<file path="config.mk">
export PLATFORM = sky130hd
export DESIGN_NAME = rrb_slot_add
export DESIGN_NICKNAME = d
export VERILOG_FILES = /design/src/hw/rtl/rrb_pkg.sv /design/src/hw/rtl/rrb_slot_add.sv
export SDC_FILE = /design/constraint.sdc
export NUM_CORES = 1
export LEC_CHECK = 0
export BUFFER_PORTS_ARGS = -buffer_cell sky130_fd_sc_hd__buf_4
export CAP_MARGIN = 15
export CORE_AREA = 8 8 45 47
export DETAILED_ROUTE_END_ITERATION = 10
export DIE_AREA = 0 0 53 55
export GPL_TIMING_DRIVEN = 0
export PLACE_DENSITY = 0.85
export SETUP_SLACK_MARGIN = 0.3
export SLEW_MARGIN = 0
export SYNTH_ARGS = -nofsm -noshare
export SYNTH_HDL_FRONTEND = slang
export SYNTH_SLANG_ARGS = --single-unit
</file>
<file path="constraint.sdc">
create_clock -name vclk -period 2.1
set_input_delay 0 -clock vclk [all_inputs]
set_output_delay 0 -clock vclk [all_outputs]
set_load 0.01 [all_outputs]
</file>
<file path="src/hw/rtl/rrb_pkg.sv">
// Shared constants for the receive reassembly buffer.
`timescale 1ns / 1ps

package rrb_pkg;

    localparam int RRB_DEPTH = 4096;
    localparam int OFF_W     = 12;
    localparam int DATA_W    = 8;
    localparam int RES_W     = 13;

    localparam logic OP_STORE = 1'b0;
    localparam logic OP_READ  = 1'b1;

endpackage

</file>
<file path="src/hw/rtl/rrb_slot_add.sv">
// Shared ring address unit: base plus distance, reduced once modulo the depth.
`timescale 1ns / 1ps

module rrb_slot_add import rrb_pkg::*; #(
    parameter int DEPTH = RRB_DEPTH,
    parameter int PW    = (DEPTH > 1) ? $clog2(DEPTH) : 1,
    parameter int DW    = 14
) (
    input  logic [PW-1:0] i_base,
    input  logic [DW-1:0] i_dist,
    output logic [PW-1:0] o_slot
);

    localparam int SW = ((PW > DW) ? PW : DW) + 1;
    localparam logic [SW-1:0] DEPTH_S = SW'(DEPTH);

    logic [SW-1:0] sum;
    logic [SW-1:0] wrapped;

    assign sum     = SW'(i_base) + SW'(i_dist);
    assign wrapped = (sum >= DEPTH_S) ? (sum - DEPTH_S) : sum;
    assign o_slot  = wrapped[PW-1:0];

endmodule
</file>
==> impl_results.md <==
- Status: complete, no violations
- Largest net degree at the start of global routing: 8
- Lkg Pwr: 0.400 nW
- Max cap viols: 0
- Critical Path Fanout Max: 2
- Row count: 14
- Hold WS: 0.321 ns
- Cell Chain, Critical Path: buf_4, ha_2, fa_2, a211oi_2, o21bai_1, a2111oi_1, nor3_1, xor2_1, buf_4
- Most common cell after layout, fill and taps aside: buf_4
- Leading post-synthesis cells by cell area: ha_1 27%, xnor2_1 12%, a21oi_1 8.0%, xor2_1 7.0%, a2111oi_4 5.5%
- Critical Path Most Common Cell: buf_4
- Residual DRC: 0
- Yosys top cell area share: 27.4%
- Required @ worst endpoint: 2.10 ns
- Dpl cells: 111
- CP Launch Type: input port
- PortBufs: 36
- Fraction of layout instances using a drive strength above 1: 46.9%
- Routed vias: 584
- I/O pin cnt: 38
- Post-Syn Instances: 59
- GP Congestion: 0.700
- Fin cells: 114
- Wirelength per Cell: 12.6 um
- Initial antenna violation count: 0
- Slew HR: 77.6%
- Final Hold Fails: 0
- All-Layer GR Usage: 9.16%
- Clkbuf count: 0
- GR Overflow Total: 0
- Post-synthesis cell area: 503 um^2
- Design Area, Final: 827 um^2
- CP max stage delay: 0.37 ns
- Max Fclk: 0.564 GHz
- Hold WC Path Type: in2out
- CP bufs+invs: 2
- Yosys top cell by area: ha_1
- Final Core Density: 59.8%
- Initial Util: 36.3%
- Fin crit share: 84.4%
- DRT iter0 DRCs: 6
- RSZ-0062 raised after global routing: true
- Setup WS post-layout: 0.328 ns
- Sequential cells: 0
- Pwr per Cell Area: 361 mW/mm^2
- Syn avg cell area: 8.53 um^2
- FF+latch area: 0 um^2
- # diodes: 0
- Post-layout minimum cycle time: 1.77 ns
- Slew Limit Fails: 0
- Area Growth Syn to Fin: 64.4%
- Worst setup slack after placement: 0.0334 ns
- Sequential area share after synthesis: 0%
- Pre-Repair DR Iteration Count: 4
- Routed vias/inst: 5.12
- Vias in the first global route: 593
- Largest delay contributor family on the critical path: compound AO/OA/AOI/OAI gates
- Final Total Pwr: 299 uW
- Maximum vdd drop: 0.000181 V
- Chip width: 53 um
- Finish-stage setup viols: 0
- Post-DP HPWL: 1270 um
- Core area: 0.00138 mm^2
- Critical path type: in2out
- Syn Nets: 97
- Post-route ant nets: 0
- Routed WL: 1440 um
- Die ar.: 0.00292 mm^2
- Worst EP arrival: 1.77 ns
- Layout Nets: 138
- Die H: 55 um
- DP Area: 793 um^2
- Worst path slowest cell: fa_2
- Post-synth cell types: 25
- Crit path capture type: output pin
- Post-Route Setup TNS: 0 ns
- First-pass GRT wire length: 2210 um
- Most frequent cells in the layout: 39 x buf_4, 10 x ha_1, 8 x a21oi_1
- Worst-Margin Slew: 0.335 ns
- Synth warn: 0
==> Yosys cell counts, drive strengths merged, types with 2 or more instances <==
library cell  number
nor2               2
xnor2              7
a2111oi            2
and3               2
a21o               3
nand4              3
xor2               4
nor3               2
o21ai              2
a21oi              9
ha                11
and2               2
==> kinds of logic (layout without fill, tap and decap cells) <==
kind of cell | count (synthesis) | in the layout | share of synthesized area (%)
and+or+nand+nor | 14 | 14 | 16.2
adders and majority gates | 12 | 12 | 31.3
AOI/OAI and AO/OA | 21 | 21 | 32.6
xor gates and xnor gates | 11 | 11 | 19.2
buffers and inverters | 1 | 40 | 0.746
==> final timing paths <==
check,slack [ns],cells past startpoint,from,endpoint
hold / removal,0.32,3,i_dist[0],o_slot[0]
setup / recovery,0.33,9,i_base[0],o_slot[8]
==> report_power, final <==
group          total, mW  internal, mW  switching [mW]
clock network          0             0               0
registers              0             0               0
logic              0.299         0.165           0.134
total              0.299         0.165           0.134
==> metal layers <==
| metal | global-route usage (%) | vias to the layer above | part of all wire [%] |
|---|---|---|---|
| li1 | - | 310 | - |
| met1 | 7.40 | 252 | 33 |
| met2 | 20.9 | 22 | 55 |
| met3 | 3.21 | 0 | 12 |
| met4 | 0 | 0 | 0 |
| met5 | 0 | - | 0 |
==> area by class of cell <==
| class | instances | area (um^2) |
|---|---|---|
| Buffer | 1 | 3.75 |
| Fill cell | 132 | 557 |
| Multi-Input combinational cell | 58 | 510 |
| Tap cell | 16 | 20.0 |
| Timing Repair Buffer | 39 | 293 |
==> repair_timing <==
action	4_1_cts	5_1_grt
resized for setup	4	0
hold buffers	0	0
setup endpoints to repair	1	2
buffers inserted	2	1
pin swaps	5	1
Note: power is estimated with default switching activity, not from simulation.
